<file path="config.mk">
export PLATFORM = sky130hd
export DESIGN_NAME = sequential_array_list_flat
export DESIGN_NICKNAME = d
export VERILOG_FILES = /design/src/hdl/sal_pkg.sv /design/src/hdl/sal_req_if.sv /design/src/hdl/sal_rsp_if.sv /design/src/hdl/sal_ram.sv /design/src/hdl/sequential_array_list.sv /design/src/flat_wrapper.sv
export SDC_FILE = /design/constraint.sdc
export NUM_CORES = 2
export LEC_CHECK = 0
export ABC_AREA = 1
export BUFFER_PORTS_ARGS = -buffer_cell sky130_fd_sc_hd__buf_2
export CAP_MARGIN = 10
export CELL_PAD_IN_SITES_DETAIL_PLACEMENT = 1
export CELL_PAD_IN_SITES_GLOBAL_PLACEMENT = 1
export CORE_ASPECT_RATIO = 0.9
export CORE_MARGIN = 3
export CORE_UTILIZATION = 31
export DETAILED_ROUTE_END_ITERATION = 10
export PLACE_DENSITY_LB_ADDON = 0.1
export SLEW_MARGIN = 20
export SYNTH_ARGS = -nofsm -noshare
export SYNTH_HDL_FRONTEND = slang
export SYNTH_SLANG_ARGS = --single-unit
</file>
<file path="constraint.sdc">
create_clock -name clk -period 6 [get_ports clk]
set_clock_uncertainty 0.2 [all_clocks]
set_input_delay 0.6 -clock clk [delete_from_list [all_inputs] [get_ports clk]]
set_output_delay 0.6 -clock clk [all_outputs]
set_load 0.1 [all_outputs]
</file>
<file path="src/hdl/sal_pkg.sv">
// Shared constants and operation codes for the sequential array list.
package sal_pkg;

	localparam int SAL_DEPTH = 64;
	localparam int VALUE_W   = 32;
	localparam int POS_W     = 7;
	localparam int MODE_W    = 3;

	typedef logic [MODE_W-1:0] mode_t;

	localparam mode_t MODE_INSERT = 3'd0;
	localparam mode_t MODE_DELETE = 3'd1;
	localparam mode_t MODE_LOCATE = 3'd2;
	localparam mode_t MODE_GET    = 3'd3;
	localparam mode_t MODE_CLEAR  = 3'd4;

endpackage

</file>
<file path="src/hdl/sal_req_if.sv">
// Request channel: one list operation per word.
interface sal_req_if
	import sal_pkg::*;
();
	logic                      valid;
	logic                      ready;
	logic [MODE_W-1:0]         mode;
	logic [POS_W-1:0]          position;
	logic signed [VALUE_W-1:0] value;

	modport source (output valid, mode, position, value, input ready);
	modport sink   (input valid, mode, position, value, output ready);
endinterface

</file>
<file path="src/hdl/sal_rsp_if.sv">
// Response channel: one result word per operation.
interface sal_rsp_if
	import sal_pkg::*;
();
	logic                      valid;
	logic                      ready;
	logic                      status;
	logic signed [VALUE_W-1:0] read_value;
	logic [POS_W-1:0]          found_position;
	logic [POS_W-1:0]          list_length;
	logic                      is_empty;

	modport source (output valid, status, read_value, found_position, list_length, is_empty,
		input ready);
	modport sink   (input valid, status, read_value, found_position, list_length, is_empty,
		output ready);
endinterface

</file>
<file path="src/hdl/sal_ram.sv">
// Generic single-write, single-read RAM with registered read data.
module sal_ram #(
	parameter int WIDTH = 32,
	parameter int DEPTH = 64
) (
	input  logic                                    clk,
	input  logic                                    we,
	input  logic [(DEPTH > 1 ? $clog2(DEPTH) : 1)-1:0] waddr,
	input  logic [WIDTH-1:0]                        wdata,
	input  logic                                    re,
	input  logic [(DEPTH > 1 ? $clog2(DEPTH) : 1)-1:0] raddr,
	output logic [WIDTH-1:0]                        rdata
);
	logic [WIDTH-1:0] mem_q [DEPTH];

	always_ff @(posedge clk) begin
		if (we) begin
			mem_q[waddr] <= wdata;
		end
		if (re) begin
			rdata <= mem_q[raddr];
		end
	end
endmodule

</file>
<file path="src/hdl/sequential_array_list.sv">
// Top level of the sequential array list: sequencer around one element RAM.
//
// Usage
//   req carries one operation per word (insert, delete, locate, get, clear)
//   with a 1-based position and a signed 32-bit value. rsp returns exactly one
//   word per request: status, read value, found position, new length, empty.
//   req.ready is high only while the sequencer is idle; one operation is in
//   flight at a time.
// Walk
//   Clear, rejected and unknown operations skip the walk; get reads one element.
//   Insert moves (length - position + 1) elements, delete (length - position),
//   locate reads up to length elements and stops at the first match. The RAM's
//   single read port walks one element per cycle; reads and write-backs overlap.
// Reset
//   arst_n clears the length, the sequencer and the response valid. The RAM is
//   not cleared: only entries below the length are ever read.
// Backpressure
//   The response sits in an output register. A new request is taken while it
//   waits; a finished result then holds in the sequencer until rsp is free.
module sequential_array_list
	import sal_pkg::*;
#(
	parameter int DEPTH = SAL_DEPTH
) (
	input  logic      clk,
	input  logic      arst_n,
	sal_req_if.sink   req,
	sal_rsp_if.source rsp
);
	localparam int AW = (DEPTH > 1) ? $clog2(DEPTH) : 1;
	localparam int CW = $clog2(DEPTH + 1);
	localparam int XW = ((CW > POS_W) ? CW : POS_W) + 1;

	localparam logic [1:0] S_IDLE = 2'd0;
	localparam logic [1:0] S_WALK = 2'd1;
	localparam logic [1:0] S_DONE = 2'd2;

	logic [1:0]          state_q;
	logic [CW-1:0]       cnt_q;
	mode_t               op_q;
	logic [XW-1:0]       pos_q;
	logic [VALUE_W-1:0]  val_q;
	logic [AW-1:0]       rd_addr_q;
	logic [CW-1:0]       rem_q;
	logic                hit_q;
	logic                pend_s1;
	logic [AW-1:0]       addr_s1;

	// result held by the sequencer
	logic                res_status_q;
	logic [VALUE_W-1:0]  res_read_q;
	logic [POS_W-1:0]    res_found_q;

	// output register
	logic                out_valid_q;
	logic                out_status_q;
	logic [VALUE_W-1:0]  out_read_q;
	logic [POS_W-1:0]    out_found_q;
	logic [POS_W-1:0]    out_len_q;
	logic                out_empty_q;

	// RAM port signals
	logic                ram_we;
	logic [AW-1:0]       ram_waddr;
	logic [VALUE_W-1:0]  ram_wdata;
	logic                ram_re;
	logic [AW-1:0]       ram_raddr;
	logic [VALUE_W-1:0]  ram_rdata;

	logic                accept;
	logic [XW-1:0]       pos_x;
	logic [XW-1:0]       cnt_x;
	logic                ins_ok;
	logic                pos_ok;
	logic                hit_now;
	logic                issue;
	logic                walk_done;
	logic                out_free;

	sal_ram #(
		.WIDTH(VALUE_W),
		.DEPTH(DEPTH)
	) u_store (
		.clk   (clk),
		.we    (ram_we),
		.waddr (ram_waddr),
		.wdata (ram_wdata),
		.re    (ram_re),
		.raddr (ram_raddr),
		.rdata (ram_rdata)
	);

	assign req.ready = (state_q == S_IDLE);
	assign accept    = req.valid && req.ready;
	assign out_free  = !out_valid_q || rsp.ready;

	assign pos_x  = XW'(req.position);
	assign cnt_x  = XW'(cnt_q);
	assign ins_ok = (cnt_x < XW'(DEPTH)) && (pos_x != '0) && (pos_x <= cnt_x + XW'(1));
	assign pos_ok = (pos_x != '0) && (pos_x <= cnt_x);

	// Locate stops at the first match: the hit holds off the next read.
	assign hit_now   = pend_s1 && (op_q == MODE_LOCATE) && !hit_q && (ram_rdata == val_q);
	assign issue     = (state_q == S_WALK) && (rem_q != '0) && !hit_now;
	assign walk_done = (state_q == S_WALK) && (rem_q == '0) && !pend_s1;

	assign ram_re    = issue;
	assign ram_raddr = rd_addr_q;

	// Write-back: shifted element from the read issued the cycle before, or the new value
	// once an insert has opened its slot.
	always_comb begin
		ram_we    = 1'b0;
		ram_waddr = addr_s1;
		ram_wdata = ram_rdata;
		if (pend_s1 && (op_q == MODE_INSERT)) begin
			ram_we    = 1'b1;
			ram_waddr = AW'(addr_s1 + AW'(1));
		end else if (pend_s1 && (op_q == MODE_DELETE)) begin
			ram_we    = 1'b1;
			ram_waddr = AW'(addr_s1 - AW'(1));
		end else if (walk_done && (op_q == MODE_INSERT)) begin
			ram_we    = 1'b1;
			ram_waddr = AW'(pos_q - XW'(1));
			ram_wdata = val_q;
		end
	end

	// Sequencer
	always_ff @(posedge clk or negedge arst_n) begin
		if (!arst_n) begin
			state_q <= S_IDLE;
			cnt_q   <= '0;
			pend_s1 <= 1'b0;
			rem_q   <= '0;
			hit_q   <= 1'b0;
		end else begin
			pend_s1 <= issue;
			unique case (state_q)
				S_IDLE: begin
					if (accept) begin
						hit_q <= 1'b0;
						case (req.mode)
							MODE_INSERT: begin
								rem_q   <= CW'(cnt_x - pos_x + XW'(1));
								state_q <= ins_ok ? S_WALK : S_DONE;
							end
							MODE_DELETE: begin
								rem_q   <= CW'(cnt_x - pos_x);
								state_q <= pos_ok ? S_WALK : S_DONE;
							end
							MODE_LOCATE: begin
								rem_q   <= cnt_q;
								state_q <= S_WALK;
							end
							MODE_GET: begin
								rem_q   <= CW'(1);
								state_q <= pos_ok ? S_WALK : S_DONE;
							end
							MODE_CLEAR: begin
								cnt_q   <= '0;
								state_q <= S_DONE;
							end
							default: begin
								state_q <= S_DONE;
							end
						endcase
					end
				end
				S_WALK: begin
					if (hit_now) begin
						hit_q <= 1'b1;
						rem_q <= '0;
					end else if (issue) begin
						rem_q <= rem_q - CW'(1);
					end
					if (walk_done) begin
						if (op_q == MODE_INSERT) begin
							cnt_q <= cnt_q + CW'(1);
						end else if (op_q == MODE_DELETE) begin
							cnt_q <= cnt_q - CW'(1);
						end
						state_q <= S_DONE;
					end
				end
				S_DONE: begin
					if (out_free) begin
						state_q <= S_IDLE;
					end
				end
				default: begin
					state_q <= S_IDLE;
				end
			endcase
		end
	end

	// Operation payload and walker address
	always_ff @(posedge clk) begin
		if (accept) begin
			op_q         <= req.mode;
			pos_q        <= pos_x;
			val_q        <= req.value;
			res_read_q   <= '0;
			res_found_q  <= '0;
			res_status_q <= 1'b0;
			case (req.mode)
				MODE_INSERT: begin
					rd_addr_q    <= AW'(cnt_x - XW'(1));
					res_status_q <= !ins_ok;
				end
				MODE_DELETE: begin
					rd_addr_q    <= AW'(pos_x);
					res_status_q <= !pos_ok;
				end
				MODE_LOCATE: begin
					rd_addr_q <= '0;
				end
				MODE_GET: begin
					rd_addr_q    <= AW'(pos_x - XW'(1));
					res_status_q <= !pos_ok;
				end
				MODE_CLEAR: begin
					rd_addr_q <= '0;
				end
				default: begin
					rd_addr_q    <= '0;
					res_status_q <= 1'b1;
				end
			endcase
		end else begin
			if (issue) begin
				addr_s1 <= rd_addr_q;
				// insert walks down from the tail, all others walk up
				if (op_q == MODE_INSERT) begin
					rd_addr_q <= rd_addr_q - AW'(1);
				end else begin
					rd_addr_q <= rd_addr_q + AW'(1);
				end
			end
			if (hit_now) begin
				res_found_q <= POS_W'({1'b0, addr_s1} + (AW + 1)'(1));
			end
			if (pend_s1 && (op_q == MODE_GET)) begin
				res_read_q <= ram_rdata;
			end
		end
	end

	// Output register
	always_ff @(posedge clk or negedge arst_n) begin
		if (!arst_n) begin
			out_valid_q <= 1'b0;
		end else if (state_q == S_DONE && out_free) begin
			out_valid_q <= 1'b1;
		end else if (rsp.ready) begin
			out_valid_q <= 1'b0;
		end
	end

	always_ff @(posedge clk) begin
		if (state_q == S_DONE && out_free) begin
			out_status_q <= res_status_q;
			out_read_q   <= res_read_q;
			out_found_q  <= res_found_q;
			out_len_q    <= POS_W'(cnt_x);
			out_empty_q  <= (cnt_q == '0);
		end
	end

	assign rsp.valid          = out_valid_q;
	assign rsp.status         = out_status_q;
	assign rsp.read_value     = out_read_q;
	assign rsp.found_position = out_found_q;
	assign rsp.list_length    = out_len_q;
	assign rsp.is_empty       = out_empty_q;

	// Checks
	a_cnt_bound: assert property (@(posedge clk) disable iff (!arst_n)
		cnt_q <= CW'(DEPTH))
		else $error("element count exceeds depth");

	a_no_collide: assert property (@(posedge clk) disable iff (!arst_n)
		(ram_we && ram_re) |-> (ram_waddr != ram_raddr))
		else $error("RAM read and write hit the same entry");

	a_ins_grow: assert property (@(posedge clk) disable iff (!arst_n)
		(walk_done && op_q == MODE_INSERT) |=> (cnt_q == $past(cnt_q) + CW'(1)))
		else $error("insert did not grow the list");

	a_pend_walk: assert property (@(posedge clk) disable iff (!arst_n)
		pend_s1 |-> (state_q == S_WALK))
		else $error("read in flight outside the walk");
endmodule
</file>
<file path="src/flat_wrapper.sv">
// flat-port wrapper written by rule: the top's interface ports become plain ports
module sequential_array_list_flat import sal_pkg::*;
#(
	parameter int DEPTH = SAL_DEPTH
)
  (clk, arst_n, req_valid, req_mode, req_position, req_value, req_ready, rsp_valid, rsp_status, rsp_read_value, rsp_found_position, rsp_list_length, rsp_is_empty, rsp_ready);
  sal_req_if req_i ();
  sal_rsp_if rsp_i ();
  input  logic clk;
  input  logic arst_n;
  input wire logic [$bits(req_i.valid)-1:0] req_valid;
  input wire logic [$bits(req_i.mode)-1:0] req_mode;
  input wire logic [$bits(req_i.position)-1:0] req_position;
  input wire logic [$bits(req_i.value)-1:0] req_value;
  output wire logic [$bits(req_i.ready)-1:0] req_ready;
  output wire logic [$bits(rsp_i.valid)-1:0] rsp_valid;
  output wire logic [$bits(rsp_i.status)-1:0] rsp_status;
  output wire logic [$bits(rsp_i.read_value)-1:0] rsp_read_value;
  output wire logic [$bits(rsp_i.found_position)-1:0] rsp_found_position;
  output wire logic [$bits(rsp_i.list_length)-1:0] rsp_list_length;
  output wire logic [$bits(rsp_i.is_empty)-1:0] rsp_is_empty;
  input wire logic [$bits(rsp_i.ready)-1:0] rsp_ready;
  assign req_i.valid = req_valid;
  assign req_i.mode = req_mode;
  assign req_i.position = req_position;
  assign req_i.value = req_value;
  assign req_ready = req_i.ready;
  assign rsp_valid = rsp_i.valid;
  assign rsp_status = rsp_i.status;
  assign rsp_read_value = rsp_i.read_value;
  assign rsp_found_position = rsp_i.found_position;
  assign rsp_list_length = rsp_i.list_length;
  assign rsp_is_empty = rsp_i.is_empty;
  assign rsp_i.ready = rsp_ready;
  sequential_array_list #(.DEPTH(DEPTH)) u_core (.clk(clk), .arst_n(arst_n), .req(req_i), .rsp(rsp_i));
endmodule
</file>
Yosys cells after proc, flatten, opt, wreduce, memory -nomap -nowiden:

Memory sizes are Yosys's and may differ from the RTL's. A register that Yosys moved wholly into a read port is not among the register bits.
Cells that the tools add are included.

* bitwise gates (word level): 1
* equal/unequal tests: 18
* magnitude comparators: 3
* reductions and logical operators: 40
* multiplexer cells: 39
* add/subtract/negate cells: 14

Operators by type and width (number)
* $mux W32: 3
* $mux W7: 8
* $mux W6: 6
* $eq A32 B32 Y1: 1
* $sub A6 B1 Y6 const B: 5
* $pmux W7 S2: 2
* $pmux W7 S4: 1
* $pmux W6 S3: 1
* $logic_and A1 B1 Y1: 16
* $add A7 B1 Y7 const B: 2
* $logic_not A7 Y1: 2
* $sub A7 B1 Y7 const B: 2
* $add A6 B1 Y6 const B: 2
* $eq A3 B2 Y1 const B: 4
* $pmux W2 S3: 2
* $mux W2: 5
* $mux W1: 9
* $add A7 B1 Y8 const B: 1
* $le A7 B8 Y1: 1
* $reduce_bool A8 Y1: 1
* $add A6 B1 Y7 const B: 1
* $le A7 B7 Y1: 1
* $lt A7 B7 Y1 const B: 1
* $reduce_bool A7 Y1: 1
* 23 further kinds: 37

* memories: 1
* word-level logic and storage cells: 135
* input bits: 46
* memory bits (writable): 2048
* register bits: 160
* output and inout bits: 50

Memories
* u_core.u_store.mem_q: depth 64, bits a word 32, rd ports 1, clocked after Yosys merged registers in 1, write ports 1, line sal_ram.sv:14 `logic [WIDTH-1:0] mem_q [DEPTH];`

Depth between registers and ports, before layout:

* depth in word-level cells: 9
* depth in mapped cells: 17
* mapped depth without buffers: 17

Cells and area by module:

From an unflattened synthesis, not the netlist that was laid out.

* cell total of the unflattened synthesis: 7730
* area total of the unflattened synthesis: 91385.1 µm²

Modules (own cells, without submodules)
* sal_ram: times used 1, area an instance 83058.4 µm², cells an instance 6769
* sequential_array_list: times used 1, area an instance 8326.7 µm², cells an instance 961

Worst setup path after synthesis:

Ideal clock, no wire load.

* kind: register to register
* from: register u_core.rem_q[0]
* to: memory u_core.u_store.mem_q[0][0], data pin
* arrival: 4.122 ns
* slack: 0.976 ns
* buffers on the path: 3
* period minus slack after synthesis: 5.024 ns
* required time: 5.098 ns
* cell stages (with the launch flop): 10
* cells stage by stage: dfrtp_1 inv_1 ha_1 nand3_4 nor2_4 nand4_4 buf_6 clkbuf_1 clkbuf_1 o21ai_0

* word-level cells in the longest chain between the ends: 7

Ends and longest elaborated chain
* start: declaration: line sequential_array_list.sv:44 `logic [CW-1:0] rem_q;`
* start signal: assignment: line sequential_array_list.sv:145 `rem_q <= CW'(cnt_x - pos_x + XW'(1));`
* start signal: assignment: line sequential_array_list.sv:149 `rem_q <= CW'(cnt_x - pos_x);`
* start signal: assignment: line sequential_array_list.sv:153 `rem_q <= cnt_q;`
* $logic_not A7 Y1: line sequential_array_list.sv:105 `assign walk_done = (state_q == S_WALK) && (rem_q == '0) && !pend_s1;`
* $logic_and A1 B1 Y1 (2 in series): line sequential_array_list.sv:105
* $logic_and A1 B1 Y1: line sequential_array_list.sv:122 `end else if (walk_done && (op_q == MODE_INSERT)) begin`
* $mux W32: line sequential_array_list.sv:122
* $mux W32: line sequential_array_list.sv:119 `end else if (pend_s1 && (op_q == MODE_DELETE)) begin`
* $mux W32: line sequential_array_list.sv:116 `if (pend_s1 && (op_q == MODE_INSERT)) begin`
* net u_core.ram_wdata[0]: line sequential_array_list.sv:65 `logic [VALUE_W-1:0] ram_wdata;`
* end: declaration: line sal_ram.sv:14

The timed path passes the listed nets, and every way through them passes these cells.

Worst setup path in the final report:

* from: register u_core.rem_q[1]
* to: memory u_core.u_store.mem_q[6][17] (enable)

* word-level cells in the longest chain between the ends: 9
* elaborated cells between the ends (all ways): 12
* classes of those cells: mux: 8; reduce/logical: 4

Ends and longest elaborated chain
* $logic_not A7 Y1 *: line sequential_array_list.sv:105
* $logic_and A1 B1 Y1 * (2 in series): line sequential_array_list.sv:105
* $logic_and A1 B1 Y1 *: line sequential_array_list.sv:122
* $mux W1: line sequential_array_list.sv:122
* $mux W1: line sequential_array_list.sv:119
* $mux W1: line sequential_array_list.sv:116
* $mux W1: line sal_ram.sv:17 `if (we) begin`
* $mux W1 (implied by the code): line sal_ram.sv:18 `mem_q[waddr] <= wdata;`

Every way passes the cells marked *; elsewhere a longest branch is shown, timed or not.

==> results.txt <==
The flow ran to the end, and the final reports show no timing, DRC or antenna violations. The final count of negative-setup-slack endpoints came out at 0. Setup repair after global routing left no endpoint under its margin.

The tools report the critical register-to-register path endpoint as u_core.u_store.mem_q[6][17]. The aggregate routed wire length is 338000 um, and the via density per instance is 5.30. The run gives 1.56 ns as the post-place setup slack. For the met3 usage, the log shows 3.99%. Buffers added to address setup during post-CTS repair amount to 0.

The core region is 289000 um^2. The clock-pin transition on the worst setup and hold timing paths is 0.06 ns. The critical path is of the flop to flop type. After detailed routing, the average wire length per cell comes to 29.5 um.

The logs give 1.60 ns for the reg-to-reg setup timing slack and 298000 um^2 for the die area. The tools report the worst setup path startpoint as u_core.rem_q[1]. At the worst endpoint, the arrival time is 4.75 ns. Counting every sink on the clock net gives 2240. The run gives 22.1% as the all-layer global routing usage. After synthesis the netlist holds a flip-flop and latch count of 2240. The count of synthesis-stage warnings from yosys is 0, and the count of cells along the worst register-to-register path is 13. The synthesized netlist occupies a cell area of 90300 um^2. Post-CTS repair changed the size of 0 cells. The class of the most critical hold timing path was input pin to async pin.

The remaining design rule violation count is 0, and the die extent in y is 518 um. The biggest area contributor in the post-synthesis netlist is edfxtp_1. The final layout contains 7485 nets. The worst setup path is launched from a flop.

The initial antenna violation count is 44. Across the VDD grid, the largest voltage drop is 350 uV. Summing the sequential cell areas from Yosys gives 74.0% of the chip area. The smallest clock period supported by the final layout is computed as 4.40 ns. The share of synthesized area in the top cell type comes to 72.6%.

The busiest layer in global routing is met1. For this configuration, the core starts out at a cell density of 31.2%. For the pin with the worst max-slew slack, the measured transition is 1.18 ns. Global routing consumed, on the met2 layer, 32.5% of the routing resources. The run gives 0.813 as the weighted congestion at the end of routability-driven global placement. The number of flops mapped to enable cells by yosys was 2182. Startpoint of the worst-slack reg-to-reg timing path: u_core.rem_q[1].

STA classifies the critical path endpoint as a flop. Setup slack closes at 1.60 ns. The number of maximum-capacitance violations came out at 0.

A synthesized cell averages 12.5 um^2. For this run, global-route usage on met1 was measured as 33.9%. The final cell count without fillers is 11500, and the fraction of final layout cells sized beyond drive strength 1 is 11.2%. The run gives 7224 as the synthesized instance count. The run gives 56 as the distinct cell type count after synthesis.

The most common cell in the synthesized netlist was edfxtp_1. From synthesis to final layout, the design area changed by 17.0%. Counting the fill cells in the layout gives 30500.

The via count of the first global-routing pass was 60400; the max-slew violation total from the final report was 0. For this run the aggregate overflow at the end of global routing stands at 0. In this run the worst setup path terminates at u_core.u_store.mem_q[6][17]. After floorplanning, the core was divided into 187 placement rows.

The final critical path takes up 73.4% of the cycle. After synthesis, the cell types taking the most area are edfxtp_1 73%, o21ai_0 6.2%, nor2_1 5.0%. Placed wire-length estimate after detailed placement: 208000 um. In this run, placement finished with an instance count of 11000. In this run the static leakage power is 34.7 nW. TritonCTS built the clock tree. The final count of hold timing violations came out at 0.

The most common flop cell mapped by yosys was edfxtp_1. The logs give 5 for the H-tree depth reported by CTS and 0.86 ns for the clock insertion delay at the later pin of the skew report. The remaining antenna violation count after routing came out at 0.

Counting instances in the post-synthesis netlist gives the leading cell types as 2182 x edfxtp_1, 1191 x nor2_1, 1125 x o21ai_0. The detailed router placed 60900 vias in this run. The horizontal die dimension was 575 um; the largest net degree at the start of global routing was 127. The required time reported for the critical path endpoint is 6.35 ns. Derived from the worst setup path, the maximum achievable clock frequency is 227 MHz. The first global-routing pass estimated 475000 um of wire. For this design the top-level I/O count stands at 96.

The worst-path maximum fanout is 24, and the number of buffers inserted during clock tree synthesis is 269. The number of buffers inserted by port buffering came out at 95. Final hold analysis gives a worst-case slack of 0.0763 ns. In this run the tightest slew margin relative to its limit is 20.6%.

The number of design-rule violations left by the first detailed-router iteration is 6177. In the synthesized netlist the async set-or-reset flop fraction comes to 0.848%. The first detailed-routing pass took 5 iterations. For the maximum number of buffers from clock root to sink, the log shows 4.

The number of nets in the synthesized netlist is 7304. The run gives 0 ns as the final sum of negative setup slack. Power spread over the standard cell area amounts to 543 nW/um^2.

Clock tree root buffer cell: clkbuf_16.
==> how the worst min path moves through the flow <==
| stage | from | endpoint | slack, ns |
|---|---|---|---|
| 2_1_floorplan | arst_n | u_core.cnt_q[0] | 0.10 |
| 3_3_place_gp | u_core.res_status_q | u_core.rsp.status | 0.21 |
| 3_5_place_dp | u_core.res_status_q | u_core.rsp.status | 0.21 |
| 4_1_cts | arst_n | u_core.rsp.valid | 0.02 |
| 5_1_grt | arst_n | u_core.rsp.valid | 0.08 |
| 6_report | arst_n | u_core.rsp.valid | 0.08 |
==> where the power goes <==
group | internal, W | leakage, nW | switching, W
combinational | 0.00486 | 10.5 | 0.0172
sequential | 0.0193 | 20.2 | 0.000536
clock | 0.00886 | 3.99 | 0.00661
==> cell type report <==
cell class / count / area (um^2) / area share, %
flip-flops and latches: 2240 / 66800 / 63.3
multi-input cells: 4349 / 21600 / 20.4
clock buffers: 334 / 7150 / 6.78
well taps: 3874 / 4850 / 4.59
repair buffers: 380 / 3550 / 3.36
clock inverters: 127 / 966 / 0.915
inverters: 165 / 657 / 0.622
diodes: 16 / 40.0 / 0.0379
==> critical path, stage by stage (launching register included) <==
cell	delay, ns
dfrtp_1	0.37
inv_1	0.11
ha_1	0.27
nand3_4	0.14
nor2_4	0.18
nand4_4	0.25
inv_2	0.30
nand2_1	0.10
nand2_1	0.09
nand2_1	0.09
nand2_4	0.15
nand3_2	0.52
nor2_4	0.96
buf_4	0.33
==> state kept, by name, indices dropped and copies added, names as in the netlist, 32 cells and up <==
signal                 flops
u_core.res_read_q         32
u_core.rsp.read_value     32
u_core.u_store.mem_q    2048
u_core.u_store.rdata      32
u_core.val_q              32
==> per-layer routing <==
| layer | vias up | part of all wire, % |
|---|---|---|
| met4 | 0 | 1.9 |
| met2 | 1892 | 43 |
| met5 | - | 0 |
| met3 | 364 | 6.9 |
| li1 | 26800 | - |
| met1 | 31800 | 48 |
==> per-stage QoR <==
stage | util (%) | power, W | area, um^2
after floorplan | - | 0.0317 | 90300
after global placement | 33.3 | 0.0420 | 96400
after detailed placement | 33.5 | 0.0422 | 96900
after CTS | 36.5 | 0.0578 | 105000
after global routing | 36.5 | 0.0600 | 106000
final | 36.5 | 0.0574 | 106000
==> cells by family (layout without fill, tap and decap cells) <==
family | count (synthesis) | after routing | synth area share (%)
adders and majority gates | 34 | 34 | 0.496
and+or+nand+nor | 2451 | 2451 | 11.2
xor gates and xnor gates | 37 | 37 | 0.359
AOI/OAI and AO/OA | 1827 | 1827 | 11.0
other | 0 | 16 | 0
DFF | 2240 | 2240 | 74.0
buffers and inverters | 635 | 1006 | 3.03
==> cells in the final DEF, fill, tap and decap left out, types with 9 or more instances in the layout <==
cell	instances
buf_16	12
ha_1	31
nor2_4	72
nor2_1	1124
xor2_1	23
nand2_2	15
dfrtp_1	19
o22ai_1	518
o21ai_0	1099
diode_2	16
dlygate4sd3_1	43
clkinv_1	56
edfxtp_1	2182
or2_1	22
xnor2_1	14
inv_6	10
o21ai_1	31
clkinv_2	45
clkbuf_1	55
inv_1	145
o21ai_4	25
dfxtp_1	39
buf_2	95
nor3_1	15
clkbuf_16	276
nand4_1	17
o211ai_1	16
nand2_4	10
nand2_1	776
nand3_1	367
buf_12	46
buf_4	183
a21oi_1	118
inv_2	13
bufinv_16	9
==> repair_timing <==
item / 4_1_cts / 5_1_grt
endpoints found under the hold margin: 63 / 0
hold buffers: 43 / 0
setup endpoints to repair: 0 / 0
(Power assumes the default switching activity.)
